[src/rtl/bisection_square_root_macros.svh]
// Assertion macros shared by the square root pipeline modules.
// Defining NO_ASSERTIONS turns every check into an empty statement.
`ifndef BISECTION_SQUARE_ROOT_MACROS_SVH
`define BISECTION_SQUARE_ROOT_MACROS_SVH

`ifndef NO_ASSERTIONS
// When ante holds, cons must hold in the same cycle.
`define BSR_ASSERT_IMP(lbl, clk, rstn, ante, cons) \
    lbl: assert property (@(posedge clk) disable iff (!rstn) (ante) |-> (cons)) \
        else $error("square root check failed: same-cycle implication");
// When ante holds, cons must hold in the next cycle.
`define BSR_ASSERT_NXT(lbl, clk, rstn, ante, cons) \
    lbl: assert property (@(posedge clk) disable iff (!rstn) (ante) |=> (cons)) \
        else $error("square root check failed: next-cycle implication");
`else
`define BSR_ASSERT_IMP(lbl, clk, rstn, ante, cons)
`define BSR_ASSERT_NXT(lbl, clk, rstn, ante, cons)
`endif

`endif

[src/rtl/bsr_pkg.sv]
// Types and constants of the bisection square root pipeline.
// No dependencies; every module file imports it.
`timescale 1ns / 1ps
`default_nettype none

package bsr_pkg;

    localparam int DATA_W = 32;
    localparam int SQ_W   = 2 * DATA_W;

    // Search bounds travelling between steps; x is the radicand.
    typedef struct packed {
        logic [DATA_W-1:0] lo;
        logic [DATA_W-1:0] hi;
        logic [DATA_W-1:0] x;
    } bnd_t;

    // Midpoint and its exact square, with the bounds it came from.
    typedef struct packed {
        logic [DATA_W-1:0] mid;
        logic [SQ_W-1:0]   sq;
        logic [DATA_W-1:0] lo;
        logic [DATA_W-1:0] hi;
        logic [DATA_W-1:0] x;
    } mid_t;

endpackage

`default_nettype wire

[src/rtl/bsr_mid_stage.sv]
// One midpoint stage: floor of the bound average and its full square.
// Depends on bsr_pkg and the assertion macros.
`timescale 1ns / 1ps
`default_nettype none
`include "bisection_square_root_macros.svh"

module bsr_mid_stage
    import bsr_pkg::*;
(
    input  wire logic clk,
    input  wire logic rst_n,
    input  wire logic en,
    input  wire logic in_v,
    input  wire bnd_t in_d,
    output logic      out_v,
    output mid_t      out_d
);

    logic        valid_reg;
    logic        valid_next;
    mid_t        data_reg;
    mid_t        data_next;
    logic [DATA_W:0] sum;

    always_comb
    begin
        sum            = {1'b0, in_d.lo} + {1'b0, in_d.hi};
        data_next.mid  = sum[DATA_W:1];
        data_next.sq   = SQ_W'(data_next.mid) * SQ_W'(data_next.mid);
        data_next.lo   = in_d.lo;
        data_next.hi   = in_d.hi;
        data_next.x    = in_d.x;
        valid_next     = in_v;
    end

    always_ff @(posedge clk or negedge rst_n)
    begin
        if (!rst_n)
        begin
            valid_reg <= 1'b0;
        end
        else if (en)
        begin
            valid_reg <= valid_next;
        end
    end

    always_ff @(posedge clk)
    begin
        if (en)
        begin
            data_reg <= data_next;
        end
    end

    assign out_v = valid_reg;
    assign out_d = data_reg;

    `BSR_ASSERT_IMP(a_mid_in_bounds, clk, rst_n, valid_reg,
        (data_reg.mid >= data_reg.lo) && (data_reg.mid <= data_reg.hi))

endmodule

`default_nettype wire

[config.mk]
export PLATFORM = sky130hd
export DESIGN_NAME = bsr_mid_stage
export DESIGN_NICKNAME = d
export VERILOG_FILES = /design/src/rtl/bsr_pkg.sv /design/src/rtl/bsr_mid_stage.sv
export VERILOG_INCLUDE_DIRS = /design/src /design/src/rtl
export SDC_FILE = /design/constraint.sdc
export NUM_CORES = 2
export LEC_CHECK = 0
export ABC_AREA = 1
export BUFFER_PORTS_ARGS = -buffer_cell sky130_fd_sc_hd__buf_2
export CAP_MARGIN = 10
export CORE_MARGIN = 10
export CORE_UTILIZATION = 65
export DETAILED_ROUTE_END_ITERATION = 16
export PLACE_DENSITY = 0.9
export SLEW_MARGIN = 20
export SYNTH_ARGS = -nofsm -noshare
export SYNTH_HDL_FRONTEND = slang
export SYNTH_SLANG_ARGS = --single-unit
export TNS_END_PERCENT = 1
[constraint.sdc]
create_clock -name clk -period 1.1 [get_ports clk]
set_input_delay 0.22 -clock clk [delete_from_list [all_inputs] [get_ports clk]]
set_output_delay 0.22 -clock clk [all_outputs]
set_load 0.03 [all_outputs]
==> results.md, run 1 <==
- Initial Util: 0.6589
- First-pass GRT wire length: 448900 um
- GRT overflow: around 2200
- Sequential share of the synthesized area: 0.1502
- CTS sink count: around 190
- Synth Register Bits: 191
- Yosys warnings: 0
- Cells after Synth: ~4200
- Place WS: -7.589 ns
- Die Y: 262.3 um
- Placed Area: 0.04692 mm2
- FP Rows: a little under 90
- RD Place Congestion: between 1 and 1.5
- Syn_nets: roughly 5500
- Yosys cell types: approximately 50
- Mapped Area: approximately 0.038 mm2
- Ys async rst share: 0.005236
- Primary FF master, synth: edfxtp_1
- Log Error: [ERROR GRT-0116] Global routing finished with congestion. Check the congestion regions in the DRC Viewer.
- Largest net degree at the start of global routing: 26
- Top Ports: ~290
- Stage reached: global routing (5_1_grt)
- # H-tree levels: 4
- IO Port Bufs: 291
- GRT Total Usage: 0.8892
- Root buffer cell: clkbuf_16
- Syn_area_per_cell: about 9 um2
- Die width: roughly 260 um
- Status: did not finish
- Hpwl dp: ~130000 um
- Clock buffer count from CTS: 17
- Clock Tree Buf Depth: 2
- Number of global-route vias before repair: around 58000
- Post-synth EDFFs: 190
-- timing repair --
item	4_1_cts
gates resized for setup	724
hold buffers	88
pin swaps	112
setup endpoints to repair	286
endpoints found under the hold margin	87
buffers inserted	27
-- cell families after synthesis --
family	share of synthesized area
and+or+nand+nor	0.1436
buffers and inverters	0.1330
adders and majority gates	0.5210
AOI/OAI and AO/OA	0.03400
DFF	0.1502
xor gates and xnor gates	0.01787
other	0.00009828
muxes	0.0002951
-- metrics by stage --
stage	instances	hold WS, ns
3_3_place_gp	5995	-0.004501
2_1_floorplan	4241	-0.07559
4_1_cts	6142	0.002827
3_5_place_dp	5995	-0.004388
-- metal layers --
metal | track usage | GRT overflow
met5 | 0.6513 | 17
met4 | 0.8736 | 567
met1 | 0.8418 | 190
met3 | 0.8389 | 160
met2 | 1.011 | 1307
-- cell usage after synthesis, drive strengths merged, types with 7 or more instances --
cell    number  area, um2
clkbuf      27      101.4
nor3        19      100.1
a21oi      123      630.6
buf         71      430.4
nor2       531       2153
a21o         7      52.55
a31oi        7      43.79
o21bai      20      150.1
inv       1210       4542
xor2        58      560.5
edfxtp     190       5705
nand2      653       2521
nand3b      10      86.33
fa         800      16020
nand3       82      415.4
nand4       15      93.84
o21ai       62      314.0
ha         309       3866
xnor2       13      121.4
==> run 2: changes to the inputs <==
CORE_UTILIZATION = 40   (was 65)
PLACE_DENSITY = unset   (was 0.9)
PLACE_DENSITY_LB_ADDON = 0.15   (was unset)
==> results.md, run 2 <==
- Yosys cell types: 49
- RSZ-0062 raised after global routing: true
- Primary FF master, synth: edfxtp_1
- DR pass1 iterations: 6
- Sequential share of the synthesized area: 0.1502
- Initial Util: 0.4022
- Clk Latency, worst-skew pair: between 0.5 and 0.6 ns
- CTS tree: built
- Layout cells sized above 1: 0.3294
- Synth Register Bits: 191
- Cells after Synth: approximately 4200
- First-pass GRT wire length: 209700 um
- Hold Path Stages: 1
- Number of global-route vias before repair: 34812
- Yosys warnings: 0
- Clk_skew: 0 ns
- Post-synthesis simple-gate area fraction: 0.1436
- Crit path DAT: 7.96 ns
- Hold slack: roughly 0.084 ns
- CTS sink count: 191
- Final Cell Area: roughly 0.053 mm2
- Die area: around 0.11 mm2
- RR Startpoint: out_v$_DFFE_PN0P_
- Largest net degree at the start of global routing: 37
- Top Ports: roughly 290
- Post-synth EDFFs: between 150 and 200
- Residual DRC: 0
- Clock slew seen by the registers of the worst setup and hold paths: approximately 0.090 ns
- CP startpoint kind: primary input
- Hpwl dp: 115100 um
- Initial antenna violation count: 5
- Top-count cell post-synth: inv_1
- Slew Limit Fails: 0
- CP most frequent cell: fa_1
- Largest family of logic cells by synthesized area: adder cells
- DP Cell Count: 6526
- Area grow syn2layout: 39.45%
- RD Place Congestion: approximately 0.96
- Complex-gate fraction of the synthesized area: 0.03400
- CP max FO: 3
- Failing checks: setup timing
- Xor and xnor area share after synthesis: 0.01787
- Clock buffer count from CTS: 17
- Min-delay worst type: primary input to register
- Setup tns final: -422.11 ns
- Root buffer cell: clkbuf_16
- R2r worst-path depth: 1
- # H-tree levels: 4
- Nets: roughly 6600
- Synth top area share: 0.4197
- Largest stage delay on the critical path: 0.60 ns
- Placed Area: 0.04776 mm2
- Status: finished with violations
- Max Cap Viol: 0
- Placeable Area: 0.09487 mm2
- Worst Setup End Kind: register
- Non-Filler Instances: ~6700
- Die Y: ~330 um
- Worst hold path startpoint: en
- Post-Synth Adder-Cell Area: 0.5210
- FILL cells: between 8000 and 9000
- Worst setup path class: primary input to register
- IO Port Bufs: 291
- # setup viols final: 285
- Critical Path RT: between 1 and 1.5 ns
- GRT Total Usage: 0.2569
- GRT overflow: 0
- Critical path's slowest cell: fa_2
- Die width: between 300 and 400 um
- Mapped Area: 0.03816 mm2
- Commonest non-fill, non-tap cell in the layout: inv_1
- Initial DRC Count: 2049
- Final ANT Viol Nets: 0
- Max reg flops: 190
- Via count: around 32000
- Final wirelength: about 140000 um
- Dominant cells by area after synthesis: fa_1 42%, edfxtp_1 15%, inv_1 11%
- Ys async rst share: 0.005236
- Vias/cell: 4.782
- Top post-synthesis cells by count: 1169 x inv_1, 800 x fa_1, 631 x nand2_1
- Syn_nets: 5450
- Area leader, netlist: fa_1
- Final Worst Setup Slack: -6.572 ns
- Most frequent cells in the layout: 1136 x inv_1, 782 x buf_4, 757 x fa_1
- Fin. Hold Viols: 0
- FMAX: about 130 MHz
- Proportion of synthesized area in mux cells: 0.0002951
- Critical path launch point: in_d[65]
- Final Cycle Share: 6.975
- Post-route minimum period: 7.672 ns
- Clock Tree Buf Depth: 2
- Syn_area_per_cell: between 8 and 9 um2
- Avg WL per Cell: between 20 and 25 um
- FP Rows: 113
-- run 2: cell counts after synthesis --
Identical to the previous run, type by type.
-- run 2: final cells by class --
type	count	area, um2	share of cell area
diodes	4	10.01	0.0001881
clock buffers	18	429.2	0.008065
clock inverters	14	160.2	0.003010
inverters	1210	4596	0.08636
multi-input cells	2742	29810	0.5602
flip-flops and latches	191	5731	0.1077
well taps	1265	1583	0.02974
repair buffers	1267	10890	0.2046
repair inverters	1	7.507	0.0001411
-- run 2: kinds of logic after synthesis --
logic type / Yosys count
AO/OA/AOI/OAI: 233
XOR/XNOR: 71
adder cells (fa/ha/maj): 1109
buffers and inverters: 1308
flip-flops: 191
multiplexers: 1
other: 1
AND/OR/NAND/NOR: 1327
-- run 2: final timing paths --
| path | to | slack, ns |
|---|---|---|
| setup / recovery | out_d[123]$_DFFE_PP_ | -6.57 |
| min in group asynchronous | out_v$_DFFE_PN0P_ | 0.51 |
| setup reg to reg | out_v$_DFFE_PN0P_ | 0.31 |
| hold / removal | out_d[11]$_DFFE_PP_ | 0.08 |
| max in group asynchronous | out_v$_DFFE_PN0P_ | 0.49 |
| hold reg to reg | out_v$_DFFE_PN0P_ | 0.57 |
-- run 2: critical path: cells and delay by family --
family	cells	cell delay, ns
buffers and inverters	14	1.33
AND/OR/NAND/NOR	10	1.17
adder cells (fa/ha/maj)	10	4.74
AO/OA/AOI/OAI	3	0.34
XOR/XNOR	1	0.13
-- run 2: per-stage QoR --
step                        util  setup slack (ns)
after floorplan                -            -6.245
after global placement    0.5034            -8.006
after detailed placement  0.5034            -7.881
after CTS                 0.5491            -6.632
after global routing      0.5609            -6.856
final                     0.5609            -6.572
-- run 2: layer usage --
layer,part of all wire,track usage,up-vias
met5,0,0,-
met4,0.023,0.06200,0
met3,0.073,0.04879,126
met2,0.47,0.4122,996
met1,0.44,0.3558,16177
li1,-,-,14800
-- run 2: what timing repair did --
item	4_1_cts	5_1_grt
pin swaps	127	98
buffers inserted	36	14
gates resized for setup	687	260
endpoints found under the setup margin	286	284
hold buffers	99	0
gates cloned	1	0
hold endpoints to repair	98	0
Power of run 2 is not shown: default switching activity piles up to over one toggle a cycle in this logic, so the estimate is an artifact.
