`config.mk`:
```
export PLATFORM = sky130hd
export DESIGN_NAME = bsr_out_buf
export DESIGN_NICKNAME = d
export VERILOG_FILES = /design/src/rtl/bsr_pkg.sv /design/src/rtl/bsr_out_buf.sv
export VERILOG_INCLUDE_DIRS = /design/src /design/src/rtl
export SDC_FILE = /design/constraint.sdc
export NUM_CORES = 1
export LEC_CHECK = 0
export BUFFER_PORTS_ARGS = -buffer_cell sky130_fd_sc_hd__buf_4
export CORE_UTILIZATION = 40
export CTS_CLUSTER_SIZE = 14
export DETAILED_ROUTE_END_ITERATION = 7
export PLACE_DENSITY = 0.75
export SLEW_MARGIN = 20
export SYNTH_ARGS = -nofsm -noshare
export SYNTH_HDL_FRONTEND = slang
export SYNTH_SLANG_ARGS = --single-unit
export TNS_END_PERCENT = 20
```
`constraint.sdc`:
```
create_clock -name clk -period 9.2 [get_ports clk]
set_clock_uncertainty 0.15 [all_clocks]
set_input_delay 0.92 -clock clk [delete_from_list [all_inputs] [get_ports clk]]
set_output_delay 0.92 -clock clk [all_outputs]
set_load 0.005 [all_outputs]
```
`src/rtl/bisection_square_root_macros.svh`:
```
// Assertion macros shared by the square root pipeline modules.
// Defining NO_ASSERTIONS turns every check into an empty statement.
`ifndef BISECTION_SQUARE_ROOT_MACROS_SVH
`define BISECTION_SQUARE_ROOT_MACROS_SVH

`ifndef NO_ASSERTIONS
// When ante holds, cons must hold in the same cycle.
`define BSR_ASSERT_IMP(lbl, clk, rstn, ante, cons) \
    lbl: assert property (@(posedge clk) disable iff (!rstn) (ante) |-> (cons)) \
        else $error("square root check failed: same-cycle implication");
// When ante holds, cons must hold in the next cycle.
`define BSR_ASSERT_NXT(lbl, clk, rstn, ante, cons) \
    lbl: assert property (@(posedge clk) disable iff (!rstn) (ante) |=> (cons)) \
        else $error("square root check failed: next-cycle implication");
`else
`define BSR_ASSERT_IMP(lbl, clk, rstn, ante, cons)
`define BSR_ASSERT_NXT(lbl, clk, rstn, ante, cons)
`endif

`endif

```
`src/rtl/bsr_pkg.sv`:
```
// Types and constants of the bisection square root pipeline.
// No dependencies; every module file imports it.
`timescale 1ns / 1ps
`default_nettype none

package bsr_pkg;

    localparam int DATA_W = 32;
    localparam int SQ_W   = 2 * DATA_W;

    // Search bounds travelling between steps; x is the radicand.
    typedef struct packed {
        logic [DATA_W-1:0] lo;
        logic [DATA_W-1:0] hi;
        logic [DATA_W-1:0] x;
    } bnd_t;

    // Midpoint and its exact square, with the bounds it came from.
    typedef struct packed {
        logic [DATA_W-1:0] mid;
        logic [SQ_W-1:0]   sq;
        logic [DATA_W-1:0] lo;
        logic [DATA_W-1:0] hi;
        logic [DATA_W-1:0] x;
    } mid_t;

endpackage

`default_nettype wire

```
`src/rtl/bsr_out_buf.sv`:
```
// Output register with one skid entry; the pipeline advances while the
// skid entry is empty. Depends on bsr_pkg and the assertion macros.
`timescale 1ns / 1ps
`default_nettype none
`include "bisection_square_root_macros.svh"

module bsr_out_buf
    import bsr_pkg::*;
(
    input  wire logic              clk,
    input  wire logic              rst_n,
    input  wire logic              tail_v,
    input  wire logic [DATA_W-1:0] tail_d,
    output logic                   pipe_en,
    output logic                   out_valid,
    output logic [DATA_W-1:0]      out_data,
    input  wire logic              out_ready
);

    logic              out_valid_reg;
    logic              out_valid_next;
    logic [DATA_W-1:0] out_data_reg;
    logic [DATA_W-1:0] out_data_next;
    logic              skid_valid_reg;
    logic              skid_valid_next;
    logic [DATA_W-1:0] skid_data_reg;
    logic [DATA_W-1:0] skid_data_next;
    logic              take;
    logic              push;

    assign take = out_valid_reg & out_ready;
    assign push = tail_v & ~skid_valid_reg;

    always_comb
    begin
        out_valid_next  = out_valid_reg;
        out_data_next   = out_data_reg;
        skid_valid_next = skid_valid_reg;
        skid_data_next  = skid_data_reg;
        if (skid_valid_reg)
        begin
            // drain the skid entry into the output register
            if (take)
            begin
                out_data_next   = skid_data_reg;
                skid_valid_next = 1'b0;
            end
        end
        else if (push)
        begin
            if (!out_valid_reg || take)
            begin
                out_valid_next = 1'b1;
                out_data_next  = tail_d;
            end
            else
            begin
                // receiver stalled: park the beat
                skid_valid_next = 1'b1;
                skid_data_next  = tail_d;
            end
        end
        else if (take)
        begin
            out_valid_next = 1'b0;
        end
    end

    always_ff @(posedge clk or negedge rst_n)
    begin
        if (!rst_n)
        begin
            out_valid_reg  <= 1'b0;
            skid_valid_reg <= 1'b0;
        end
        else
        begin
            out_valid_reg  <= out_valid_next;
            skid_valid_reg <= skid_valid_next;
        end
    end

    always_ff @(posedge clk)
    begin
        out_data_reg  <= out_data_next;
        skid_data_reg <= skid_data_next;
    end

    assign pipe_en   = ~skid_valid_reg;
    assign out_valid = out_valid_reg;
    assign out_data  = out_data_reg;

    `BSR_ASSERT_IMP(a_skid_behind_out, clk, rst_n, skid_valid_reg, out_valid_reg)
    `BSR_ASSERT_NXT(a_skid_kept, clk, rst_n, skid_valid_reg && !out_ready,
        skid_valid_reg && $stable(skid_data_reg))
    `BSR_ASSERT_NXT(a_skid_drains, clk, rst_n, skid_valid_reg && out_ready,
        out_valid_reg && !skid_valid_reg)

endmodule

`default_nettype wire
```
; ---- Word-level counts from Yosys, hierarchy flattened
; Index checks and enable logic that the tools add are counted.
[op_classes]
eq_ne = 2
mux = 11
n_bitwise = 4
n_reduce_logical = 8
[ops]
columns = cell, n
row1 = $mux W32, 4
row2 = $reduce_and A3 Y1, 3
row3 = $mux W1, 7
row4 = $reduce_bool A2 Y1, 3
row5 = $ne A2 B1 Y1 const B, 2
row6 = $and A1 B1 Y1, 2
row7 = $not A1 Y1, 2
row8 = $logic_not A1 Y1, 1
row9 = $logic_or A1 B1 Y1, 1
[totals]
reg_bits = 66
inputBits = 36
out_inout_bits = 34
wordCells = 29

; ---- Longest topological paths before layout
[logic_depth]
depth_word = 5
ltp_mapped = 4
mapped_depth_nobuf = 2

; ---- Worst setup path after synthesis
; OpenSTA, ideal clock, no wires.
[synth_path]
path_type = input port to flip-flop
from = in tail_v
to = reg skid_data_reg[0], enable pin
t_arrival_ns = 3.200
t_required_ns = 8.589
slack_ns = 5.389
path_stages = 2
cell_sequence = nand2b_1 > nor3_1
[synth_via]
elab_chain_cells = 2
[synth_lines]
columns = item, line_no
row1 = from (decl), bsr_out_buf.sv:12  ; input wire logic tail_v,
row2 = $and A1 B1 Y1, bsr_out_buf.sv:32  ; assign push = tail_v & ~skid_valid_reg;
row3 = $reduce_and A3 Y1 (no line), --
row4 = to (signal assigned), bsr_out_buf.sv:86  ; skid_data_reg <= skid_data_next;
row5 = to (decl), bsr_out_buf.sv:26  ; logic [DATA_W-1:0] skid_data_reg;
; No other way between the ends.
; A chain may end at the register's enable or synchronous reset.

; ---- Worst setup path in the final report
[layout_path]
from = reg skid_valid_reg
to = reg skid_data_reg[20], enable pin
[layout_via]
elab_chain_cells = 3
[layout_lines]
columns = item, line_no
row1 = from (decl), bsr_out_buf.sv:24  ; logic skid_valid_reg;
row2 = from (signal assigned), bsr_out_buf.sv:79  ; skid_valid_reg <= skid_valid_next;
row3 = $not A1 Y1 (no line) (*), --
row4 = $and A1 B1 Y1, bsr_out_buf.sv:32
row5 = $reduce_and A3 Y1 (no line) (*), --
; Mark *: on every way between the ends. The rest lies on a longest branch, timed or not.

==> impl_metrics.env <==
export IMPL_status="completed"
export IMPL_synth_top_area_frac=0.753
export IMPL_detailedRoute_firstPassIterationCount=4
export IMPL_grt_pass1_vias=1231
export IMPL_slew_limit_headroom=0.307
export IMPL_area_delta_synth_final_pct=31.7
export IMPL_drt_total_wl_mm=4.22
export IMPL_regToRegSetupSlack_ps=6380
export IMPL_cts_max_level=3
export IMPL_path_max_fanout=37
export IMPL_antenna_found_initial=0
export IMPL_cts_sinks=66
export IMPL_die_area_mm2=0.00670
export IMPL_ys_types=15
export IMPL_rows=28
export IMPL_drt_iter0_markers=62
export IMPL_synth_largest_area_cell="edfxtp_1"
export IMPL_ctsRootBufferMaster="clkbuf_8"
export IMPL_max_vdd_ir_drop_mv=0.228
export IMPL_cts_buffers=9
export IMPL_place_inst=253
export IMPL_cp_top_family="simple AND/OR/NAND/NOR gates"
export IMPL_period_share=0.306
export IMPL_worst_path_buf_inv=1
export IMPL_p_sw_w=0.000258
export IMPL_finalWorstPathRequiredPeriod_ps=2820
export IMPL_drv_slew=0
export IMPL_pwr_share_comb=0.247
export IMPL_hp_class="primary input to async pin"
export IMPL_synth_warnings=0
export IMPL_vias=1243
export IMPL_cp_arrival_ps=2680
export IMPL_drv_cap=0
export IMPL_chipHeight_um=81.9
export IMPL_startpoint_type="register"
export IMPL_pwr_share_seq=0.478
export IMPL_r2r_cells=3
export IMPL_yosysSeqAreaShare=0.773
export IMPL_grt_max_degree=38
export IMPL_clk_insertion_delay_late_ps=340
export IMPL_rr_startpoint="skid_valid_reg"
export IMPL_crit_start="skid_valid_reg"
export IMPL_syn_inst=112
export IMPL_synthTopCellsByArea="edfxtp_1 (75%), mux2_4 (16%), mux2_2 (2.2%), dfrtp_1 (2.0%), buf_12 (1.6%)"
export IMPL_cts_buffer_depth=2
export IMPL_drc_errors=0
export IMPL_max_freq_ghz=0.355
export IMPL_initial_utilization=0.424
export IMPL_crit_path_cell_trace="nand2b_1 > nor3_2 > buf_4"
export IMPL_end_kind="register"
export IMPL_hold_violations=0
export IMPL_powerDensity_mw_per_mm2=310
export IMPL_p_leak_nw=1.33
export IMPL_hpwlAfterDp_mm=2.74
export IMPL_cts_tree="done"
export IMPL_syn_mean_instance_area_um2=22.8
export IMPL_io_pins=70
export IMPL_pwr_share_clk=0.275
export IMPL_worstSetupEndpoint="skid_data_reg[20]"
export IMPL_worstMarginPinSlew_ps=1040
export IMPL_p_int_w=0.000783
export IMPL_worstSetupPathDepth=3
export IMPL_fillers=477
export IMPL_clk_pin_slew_ps=70
export IMPL_fin_tns_setup_ps=0
export IMPL_setup_viol=0
export IMPL_io_buffers=69
export IMPL_hold_buffers=0
export IMPL_post_cts_setup_buffer_count=0
export IMPL_overflow=0
export IMPL_slowest_stage="dfrtp_2"
export IMPL_nets=225
export IMPL_syn_nets=148
export IMPL_fp_dieW_um=81.9
export IMPL_fin_cells=269
export IMPL_viasPerCell=4.62
export IMPL_diodes=0
export IMPL_grtUsageTotal=0.140
export IMPL_wl_per_cell_um=15.7
export IMPL_slowest_delay_ps=770
export IMPL_ys_seq_elements=66
export IMPL_synth_area_mm2=0.00255
export IMPL_rr_endpoint="skid_data_reg[20]"
export IMPL_grt_setup_unrepaired="false"
export IMPL_core_mm2=0.00603
export IMPL_swShare=0.248
export IMPL_path_class="register to register"
export IMPL_drive_gt1_frac=0.608
export IMPL_grt_first_pass_wirelength_mm=6.38
export IMPL_final_antenna_net_count=0
export IMPL_gp_congestion=0.667
export IMPL_cts_repair_resized=0
export IMPL_worstPathRequired_ps=9070
## cell type report
type	count	area, µm²	share of cell area
timing repair buffer	70	526	0.156
clock inverter	6	105	0.0313
clock buffer	10	128	0.0380
multi-input combinational	40	529	0.157
sequential	66	1970	0.587
tap	75	93.8	0.0279
inverter	2	7.51	0.00223
## power by group through the flow
| stage | clock network [W] | logic, W | registers, W |
|---|---|---|---|
| CTS | 0.000292 | 0.000261 | 0.000500 |
| finish | 0.000287 | 0.000257 | 0.000497 |
| global route | 0.000305 | 0.000277 | 0.000509 |
| global placement | 0 | 0.000255 | 0.000503 |
| floorplan | 0 | 0.000179 | 0.000475 |
| detailed placement | 0 | 0.000261 | 0.000505 |
## synth_stat cells (all sizes together)
cell type / n
mux2: 32
o21ai: 1
nand2: 1
dfrtp: 2
nor2b: 1
nor3: 1
edfxtp: 64
a21oi: 2
buf: 4
a2bb2oi: 1
nand2b: 1
inv: 2
## cells by family after synthesis
family / synth area share
buffers and inverters: 0.0289
flip-flops: 0.773
AO/OA/AOI/OAI: 0.00931
multiplexers: 0.181
AND/OR/NAND/NOR: 0.00833
## worst min path at each step
stage | cells after the start | end | startpoint
after floorplan | 1 | skid_valid_reg | out_valid
after global placement | 1 | skid_valid_reg | out_valid
after detailed placement | 1 | skid_valid_reg | out_valid
after CTS | 1 | out_valid | rst_n
after global routing | 1 | skid_valid_reg | rst_n
final | 1 | out_valid | rst_n
## per-stage QoR
stage	cell area (µm²)	power, W	utilization	setup slack, ps	hold slack (ps)
6_report	3360	0.00104	0.558	6380	202
5_1_grt	3360	0.00109	0.558	6170	182
4_1_cts	3360	0.00105	0.558	6350	186
3_5_place_dp	3130	0.000766	0.519	6330	353
3_3_place_gp	3130	0.000759	0.519	6450	351
2_1_floorplan	2550	0.000654	-	5390	355
## metal layers
metal | vias up | GRT usage | wire (µm)
li1 | 595 | - | -
met5 | - | 0 | 0
met1 | 581 | 0.173 | 1790
met3 | 9 | 0.0733 | 402
met2 | 58 | 0.200 | 1990
met4 | 0 | 0.0684 | 50
## cell usage in the layout, fill, tap and decap left out
| cell | count |
|---|---|
| o21ai_0 | 1 |
| mux2_2 | 5 |
| edfxtp_1 | 64 |
| dfrtp_1 | 1 |
| nor2b_1 | 1 |
| clkinv_1 | 2 |
| bufinv_16 | 3 |
| dfrtp_2 | 1 |
| nand2b_1 | 1 |
| clkbuf_8 | 9 |
| nor3_2 | 1 |
| buf_4 | 70 |
| mux2_4 | 27 |
| clkbuf_1 | 1 |
| clkinvlp_4 | 1 |
| a2bb2oi_4 | 1 |
| a21oi_1 | 2 |
| nand2_1 | 1 |
| inv_1 | 2 |
Note: power is estimated with default switching activity, not from simulation.
