--- config.mk ---
export PLATFORM = sky130hd
export DESIGN_NAME = bsr_cmp_stage
export DESIGN_NICKNAME = d
export VERILOG_FILES = /design/src/rtl/bsr_pkg.sv /design/src/rtl/bsr_cmp_stage.sv
export VERILOG_INCLUDE_DIRS = /design/src /design/src/rtl
export SDC_FILE = /design/constraint.sdc
export NUM_CORES = 1
export LEC_CHECK = 0
export BUFFER_PORTS_ARGS = -buffer_cell sky130_fd_sc_hd__buf_4
export CAP_MARGIN = 20
export CORE_AREA = 2 2 112 114
export CTS_BUF_LIST = sky130_fd_sc_hd__clkbuf_8
export DETAILED_ROUTE_END_ITERATION = 8
export DIE_AREA = 0 0 114 116
export GPL_TIMING_DRIVEN = 1
export PLACE_DENSITY = 0.76
export SLEW_MARGIN = 40
export SYNTH_ARGS = -nofsm -noshare
export SYNTH_HDL_FRONTEND = slang
export SYNTH_SLANG_ARGS = --single-unit
--- constraint.sdc ---
create_clock -name clk -period 1.6 [get_ports clk]
set_input_delay 0.16 -clock clk [delete_from_list [all_inputs] [get_ports clk]]
set_output_delay 0.16 -clock clk [all_outputs]
set_load 0.05 [all_outputs]
--- src/rtl/bisection_square_root_macros.svh ---
// Assertion macros shared by the square root pipeline modules.
// Defining NO_ASSERTIONS turns every check into an empty statement.
`ifndef BISECTION_SQUARE_ROOT_MACROS_SVH
`define BISECTION_SQUARE_ROOT_MACROS_SVH

`ifndef NO_ASSERTIONS
// When ante holds, cons must hold in the same cycle.
`define BSR_ASSERT_IMP(lbl, clk, rstn, ante, cons) \
    lbl: assert property (@(posedge clk) disable iff (!rstn) (ante) |-> (cons)) \
        else $error("square root check failed: same-cycle implication");
// When ante holds, cons must hold in the next cycle.
`define BSR_ASSERT_NXT(lbl, clk, rstn, ante, cons) \
    lbl: assert property (@(posedge clk) disable iff (!rstn) (ante) |=> (cons)) \
        else $error("square root check failed: next-cycle implication");
`else
`define BSR_ASSERT_IMP(lbl, clk, rstn, ante, cons)
`define BSR_ASSERT_NXT(lbl, clk, rstn, ante, cons)
`endif

`endif

--- src/rtl/bsr_pkg.sv ---
// Types and constants of the bisection square root pipeline.
// No dependencies; every module file imports it.
`timescale 1ns / 1ps
`default_nettype none

package bsr_pkg;

    localparam int DATA_W = 32;
    localparam int SQ_W   = 2 * DATA_W;

    // Search bounds travelling between steps; x is the radicand.
    typedef struct packed {
        logic [DATA_W-1:0] lo;
        logic [DATA_W-1:0] hi;
        logic [DATA_W-1:0] x;
    } bnd_t;

    // Midpoint and its exact square, with the bounds it came from.
    typedef struct packed {
        logic [DATA_W-1:0] mid;
        logic [SQ_W-1:0]   sq;
        logic [DATA_W-1:0] lo;
        logic [DATA_W-1:0] hi;
        logic [DATA_W-1:0] x;
    } mid_t;

endpackage

`default_nettype wire

--- src/rtl/bsr_cmp_stage.sv ---
// One compare stage: test the midpoint square against the scaled radicand
// and move one bound. Depends on bsr_pkg and the assertion macros.
`timescale 1ns / 1ps
`default_nettype none
`include "bisection_square_root_macros.svh"

module bsr_cmp_stage
    import bsr_pkg::*;
#(
    parameter int FRACTION_BITS = 16
)
(
    input  wire logic clk,
    input  wire logic rst_n,
    input  wire logic en,
    input  wire logic in_v,
    input  wire mid_t in_d,
    output logic      out_v,
    output bnd_t      out_d
);

    logic            valid_reg;
    bnd_t            data_reg;
    bnd_t            data_next;
    logic [SQ_W-1:0] target;

    always_comb
    begin
        target      = SQ_W'(in_d.x) << FRACTION_BITS;
        data_next.x = in_d.x;
        if (in_d.sq < target)
        begin
            data_next.lo = in_d.mid;
            data_next.hi = in_d.hi;
        end
        else
        begin
            data_next.lo = in_d.lo;
            data_next.hi = in_d.mid;
        end
    end

    always_ff @(posedge clk or negedge rst_n)
    begin
        if (!rst_n)
        begin
            valid_reg <= 1'b0;
        end
        else if (en)
        begin
            valid_reg <= in_v;
        end
    end

    always_ff @(posedge clk)
    begin
        if (en)
        begin
            data_reg <= data_next;
        end
    end

    assign out_v = valid_reg;
    assign out_d = data_reg;

    `BSR_ASSERT_IMP(a_bounds_ordered, clk, rst_n, valid_reg, data_reg.lo <= data_reg.hi)

endmodule

`default_nettype wire

# Word-level counts from Yosys, hierarchy flattened
# Cells that the tools add are included.
dict set report word_totals {
  regBits 97
  in_bits 196
  out_inout_bits 97
  wordCells 6
}
dict set report op_classes {
  n_lt_le_gt_ge 1
  n_mux 1
}
# operator n
set op_table {}
lappend op_table {{$lt A64 B48 Y1} 1}
lappend op_table {{$mux W64} 1}

# Longest topological paths before layout
# Gate-level depths: netlist of run 1.
dict set report depth {
  word_depth 2
  ltp_mapped 9
  mapped_depth_nobuf 8
}

# Least setup slack after synthesis of run 1
# Ideal clock, no wire load.
dict set report synth_timing {
  kind {input to register}
  start {input in_d[23] in the netlist's numbering}
  end {register data_reg, in the netlist out_d[35] (data pin)}
  setup_ns 0.260
  t_arrival_ns 1.987
  t_required_ns 1.340
  setup_slack_ns -0.648
  path_stages 9
  path_buffers 1
  path_cell_list {inv_1 > ha_1 > a21oi_1 > o21ai_0 > a22oi_1 > nand4_1 > nor3_4 > buf_6 > mux2_4}
}
# item line_no
set synth_rtl {}
lappend synth_rtl {{start: declaration} bsr_cmp_stage.sv:17} ;# input wire mid_t in_d,
lappend synth_rtl {{end signal: assignment} bsr_cmp_stage.sv:59} ;# data_reg <= data_next;
lappend synth_rtl {{end: declaration} bsr_cmp_stage.sv:23} ;# bnd_t data_reg;

==> run metrics, run 1 <==
setup ws final -0.505 ns; Gate Count Post-Synth 289; min-delay worst type in2reg; Overall Global Routing Usage 19.7%; Required @ worst endpoint 1.72 ns; syn_area_per_cell 16.3 sq um; clk_skew 0 ns; slew margin rel. 78.2%; slowest cell delay on critical path 0.37 ns; Final Hold Viols 0; drt pass-1 iters 4; Async SR Flop Fraction 1.03%; Final Core Density 67.5%; Ys Warns 0; pwr dens 792 nW/um^2; GPL Wtd Cong 0.801; total CTS buffers 9; worst-path fanout max 8; Antenna Nets Post-Route 0; # diodes 0; CP Class in2reg; final slew viol count 0; Critical Path AT 2.22 ns; Fillers 850; Final Critical Period 2.10 ns; static leakage 3.59 nW; number of synthesized register bits 97; final setup violating endpoints 64; RSZ-0062 raised after global routing true; pre-CTS setup slack -0.881 ns; Routed WL per cell 17.4 um; pin count of the biggest net entering global routing 43; DR vias/cell 4.76; maximum vdd ir drop 0.416 mV; drt first-iter violations 297; Die Area 13,200 sq um; detailed placement HPWL 10,300 um; chip height 116 um; Crit. End Element flip-flop; failing checks setup timing; most common flop cell mapped by yosys edfxtp_1; vias in the first global route 3,929; initial antenna violation count 0; Netlist Area Pre-Place 4720 sq um; TritonCTS clock tree done; Post-Layout Cell Count 783; CP cell instances buf_6 > ha_4 > nand4_1 > nor4_2 > nand3_1 > nor3_2 > nor3_4 > buf_6 > buf_12 > clkbuf_16 > mux2_4; final worst-path cycle share 132%; clock latency on the worst-skew pair 0.36 ns; CTS clk-pin slew, worst paths 0.08 ns; area growth from synthesis to final layout 70.2%; status complete, but fails checks; DRT Wirelength 13,600 um; multi-input gate area in the final layout 1860 sq um; Root Driver clkbuf_8; Placed Cells 738; Core Area 11,900 sq um; syn_nets 516; layout cell share with drive strength beyond 1 67.8%; slowest stage cell, crit path nor4_2; worst hold slack 0.0241 ns; Slew @ Worst Pin 0.327 ns; share of the yosys chip area belonging to registers 61.6%; fmax 0.475 GHz; number of flops mapped to enable cells by yosys 96; Overflow after GRT 0; startpoint types primary input; Starting Density 39.6%; synth unique cells 23; # H-tree levels 3; cell row count 40; FF+latch area 2910 sq um; drc violations 0; DIE WIDTH 114 um; first-pass GRT wire length 19,600 um; via count 3,729; Port Buffers 276; Power Total 0.00637 W; deepest clock path buffer count 2; Num Clock Sinks 97; Final #Nets 859; IO Count 293; MaxCap Viol Count 0; Worst path most repeated cell buf_6
==> stage by stage <==
step / instance area [sq um] / TNS, ns
floorplan: 4830 / -34.26
global placement: 7320 / -49.44
detailed placement: 7320 / -53.94
CTS: 7960 / -22.63
global route: 8040 / -31.19
finish: 8040 / -27.76
==> report_power, final <==
| group | switching [W] | internal, W | total (W) |
|---|---|---|---|
| Combinational | 0.00110 | 0.000828 | 0.00193 |
| Clock | 0.000826 | 0.000537 | 0.00136 |
| Sequential | 0.0000615 | 0.00301 | 0.00307 |
==> placed cells by master, fill, tap and decap left out, drive strengths merged <==
cell type,count
a22oi,1
ha,31
buf,312
dfrtp,1
nand2,12
a21oi,12
inv,33
clkinv,4
and4,2
or2b,1
edfxtp,96
mux2,65
nor2,7
a221oi,1
nor3,3
nor2b,1
dlygate4sd3,25
nand3,2
nor4,5
a211oi,2
clkbuf,10
nand4,3
o21ai,7
==> worst max-delay path: cells and delay by family <==
kind | cells | cell delay (ns)
adder cells (fa/ha/maj) | 1 | 0.25
buffers and inverters | 4 | 0.53
multiplexers | 1 | 0.29
AND/OR/NAND/NOR | 5 | 0.98
==> cell families after synthesis <==
group	share of synthesized area (%)
flip-flops	61.6
AND/OR/NAND/NOR	4.13
buffers and inverters	3.90
multiplexers	19.5
adder cells (fa/ha/maj)	8.22
AO/OA/AOI/OAI	2.68
==> worst paths after layout <==
check / to / depth (start not counted) / startpoint / slack (ns)
setup / recovery: out_d[67] / 11 / in_d[143] / -0.50
hold / removal: out_d[12] / 1 / in_d[12] / 0.02
hold reg to reg: out_v / 1 / out_v / 0.56
min in group asynchronous: out_v / 2 / rst_n / 0.11
setup reg to reg: out_v / 1 / out_v / 0.82
max in group asynchronous: out_v / 2 / rst_n / 1.41
==> per-layer routing <==
metal | wire length, um | up-vias | track usage (%)
li1 | - | 1775 | -
met1 | 4880 | 1754 | 20.9
met2 | 7280 | 170 | 36.3
met3 | 1010 | 30 | 5.33
met4 | 429 | 0 | 9.67
met5 | 0 | - | 0
==> sequential cells by signal (all words and copies together) (netlist names) <==
register and flops:
out_d 96, out_v 1
==> synth_stat cells (2+ instances only) <==
| master | instances | area [sq um] |
|---|---|---|
| inv_1 | 31 | 116 |
| and4_1 | 2 | 17.5 |
| nand4_1 | 3 | 18.8 |
| o21ai_0 | 7 | 35.0 |
| mux2_2 | 15 | 169 |
| nor2_1 | 7 | 26.3 |
| nor4_1 | 5 | 31.3 |
| nand2_1 | 12 | 45.0 |
| nand3_1 | 2 | 10.0 |
| a21oi_1 | 12 | 60.1 |
| ha_1 | 31 | 388 |
| mux2_4 | 50 | 751 |
| edfxtp_1 | 96 | 2880 |
| buf_6 | 6 | 67.6 |
| a211oi_1 | 2 | 15.0 |
==> layout make-up <==
| type | count | area share [%] |
|---|---|---|
| Clock inverter | 6 | 0.358 |
| Clock buffer | 9 | 1.54 |
| Inverter | 31 | 1.70 |
| Multi-Input combinational cell | 155 | 23.1 |
| Timing Repair Buffer | 338 | 34.8 |
| Sequential cell | 97 | 36.2 |
| Tap cell | 147 | 2.29 |
==> what timing repair did <==
item,in CTS,in global routing
gates cloned,2,1
hold buffers,25,0
buffers inserted,2,1
hold endpoints to repair,25,0
resized for setup,42,15
setup endpoints to repair,64,64
pin swaps,1,2
No activity file was read; power rests on OpenSTA's default activity.
==> run 2, diff against run 1 <==
--- a/config.mk
+++ b/config.mk
@@ -7,13 +7,11 @@
 export NUM_CORES = 1
 export LEC_CHECK = 0
 export BUFFER_PORTS_ARGS = -buffer_cell sky130_fd_sc_hd__buf_4
-export CAP_MARGIN = 20
-export CORE_AREA = 2 2 112 114
+export CORE_UTILIZATION = 35
 export CTS_BUF_LIST = sky130_fd_sc_hd__clkbuf_8
 export DETAILED_ROUTE_END_ITERATION = 8
-export DIE_AREA = 0 0 114 116
 export GPL_TIMING_DRIVEN = 1
-export PLACE_DENSITY = 0.76
+export PLACE_DENSITY = 0.69
 export SLEW_MARGIN = 40
 export SYNTH_ARGS = -nofsm -noshare
 export SYNTH_HDL_FRONTEND = slang
==> constraint.sdc (replaced) <==
create_clock -name clk -period 2 [get_ports clk]
set_input_delay 0.2 -clock clk [delete_from_list [all_inputs] [get_ports clk]]
set_output_delay 0.2 -clock clk [all_outputs]
set_load 0.05 [all_outputs]
==> run 2 against run 1 <==
Against the previous run:
- clock power down 11%
- register-to-register slack gained 0.43 ns
- wire length shrank 7.3%
- sequential power decreased by 20%
- via count fell by 2.5%
- worst setup slack improved by 0.53 ns
- critical path depth unchanged
- the run now ends clean
- non-clock buffer count fell by 19
- sequential share of layout area rose by 0.82 points
- combinational power down 22%
==> run metrics, run 2 (same netlist as run 1, synthesis figures left out) <==
CP Class in2reg; via count 3,636; multi-input gate area in the final layout 1850 sq um; # diodes 0; total CTS buffers 9; critical path endpoint out_d[79]; Final #Nets 840; Final Hold Viols 0; most common cell after layout, fill and taps aside buf_4; DR vias/cell 4.60; Required @ worst endpoint 2.12 ns; Starting Density 35.8%; drt pass-1 iters 4; RSZ-0062 raised after global routing true; Critical Path AT 2.10 ns; Port Buffers 276; TritonCTS clock tree done; Reg2Reg Launch Point out_v; critical path depth 11; # H-tree levels 3; Num Clock Sinks 97; Crit. End Element flip-flop; Overflow after GRT 0; worst-path fanout max 17; Core Area 13,200 sq um; Post-Layout Cell Count 791; maximum vdd ir drop 0.335 mV; vias in the first global route 3,888; reg-to-reg endpoint out_v; deepest clock path buffer count 2; detailed placement HPWL 9790 um; CTS clk-pin slew, worst paths 0.09 ns; initial antenna violation count 0; Slew @ Worst Pin 0.314 ns; CP cell instances buf_4 > inv_1 > ha_1 > nand4_1 > nor2_1 > a22oi_1 > nand4_1 > nor3_4 > buf_12 > buf_16 > mux2_2; chip height 118 um; Setup TNS Final 0 ns; Final Critical Period 1.98 ns; DIE WIDTH 118 um; status finished, final reports clean; IO Count 293; first-pass GRT wire length 19,200 um; fmax 0.506 GHz; Worst Reg-to-Reg Cells 1; pwr dens 658 nW/um^2; cell row count 42; clock latency on the worst-skew pair 0.36 ns; MaxCap Viol Count 0; slew margin rel. 79.1%; layout cell share with drive strength beyond 1 66.2%; critical path's top delay family simple AND/OR/NAND/NOR gates; DRT Wirelength 12,600 um; static leakage 3.49 nW; FF+latch area 2910 sq um; Worst path most repeated cell nand4_1; min-delay worst type in2reg; slowest cell delay on critical path 0.35 ns; Placed Cells 751; Die Area 14,000 sq um; final worst-path cycle share 98.9%; drc violations 0; Antenna Nets Post-Route 0; drt first-iter violations 122; CP Buf/Inv Count 4; Fillers 1,052; final slew viol count 0; Routed WL per cell 15.9 um; commonest non-fill, non-tap cells in the layout buf_4 (280), edfxtp_1 (96), mux2_4 (51); max reg flops 96; Overall Global Routing Usage 18.0%; Root Driver clkbuf_8; Critical Path Source in_d[30]; pin count of the biggest net entering global routing 56; startpoint types primary input; clk_skew 0 ns; reg-to-reg slack, setup 1.25 ns; GPL Wtd Cong 0.818; slowest stage cell, crit path mux2_2; area growth from synthesis to final layout 66.4%; final setup violating endpoints 0
==> run 2: cell types whose count changed in the layout (fill, tap and decap cells not counted), moves of 2 or more <==
| cell | previous run | this run |
|---|---|---|
| a21oi_1 | 7 | 9 |
| a21oi_2 | 5 | 2 |
| buf_12 | 6 | 4 |
| buf_4 | 286 | 280 |
| buf_6 | 16 | 6 |
| ha_1 | 16 | 19 |
| ha_4 | 15 | 12 |
| inv_1 | 18 | 20 |
| inv_2 | 8 | 4 |
==> run 2: layout make-up <==
class | count | share of cell area (%)
Clock buffer | 9 | 1.58
Sequential cell | 97 | 37.0
Clock inverter | 4 | 0.605
Timing Repair Buffer | 319 | 32.7
Inverter | 31 | 1.74
Multi-Input combinational cell | 155 | 23.5
Tap cell | 176 | 2.80
==> run 2: worst min path at each step <==
| stage | start | endpoint | slack (ns) | cells after the start |
|---|---|---|---|---|
| 2_1_floorplan | rst_n | out_v | -0.1 | 0 |
| 3_3_place_gp | rst_n | out_v | -0.02 | 1 |
| 3_5_place_dp | rst_n | out_v | -0.02 | 1 |
| 4_1_cts | in_d[9] | out_d[9] | 0.003 | 1 |
| 5_1_grt | in_d[9] | out_d[9] | 0.0007 | 1 |
| 6_report | in_d[15] | out_d[15] | 0.04 | 1 |
==> run 2: through the flow <==
| stage | hold slack [ns] | utilization (%) | worst slack, ns | total power [W] | cell area [sq um] |
|---|---|---|---|---|---|
| 2_1_floorplan | -0.0956 | - | -0.186 | 0.00328 | 4830 |
| 3_3_place_gp | -0.0239 | 54.9 | -0.442 | 0.00391 | 7240 |
| 3_5_place_dp | -0.0221 | 54.9 | -0.554 | 0.00393 | 7240 |
| 4_1_cts | 0.00253 | 58.5 | -0.00150 | 0.00519 | 7710 |
| 5_1_grt | 0.000717 | 59.6 | -0.0548 | 0.00539 | 7860 |
| 6_report | 0.0351 | 59.6 | 0.0227 | 0.00517 | 7860 |
==> run 2: where the power goes <==
part,leakage [nW],switching (W),internal (W)
logic,2.45,0.000870,0.000640
clock network,0.0884,0.000651,0.000554
registers,0.951,0.0000468,0.00241
==> run 2: routing by layer <==
layer  share of wire [%]  vias to the layer above  routed length [um]  global-route usage, %
met5                   0                        -                   0                      0
met3                 9.3                       19                1170                   5.98
met2                  54                      180                6780                   33.5
li1                    -                     1730                   -                      -
met4                 2.3                        0                 289                   7.53
met1                  35                     1707                4360                   18.3
==> run 2: what timing repair did <==
| action | CTS | global route |
|---|---|---|
| hold endpoints to repair | 23 | 2 |
| setup endpoints to repair | 63 | 63 |
| hold buffers | 23 | 2 |
| pin swaps | 5 | 3 |
| gates resized for setup | 11 | 28 |
| setup buffers | 0 | 2 |
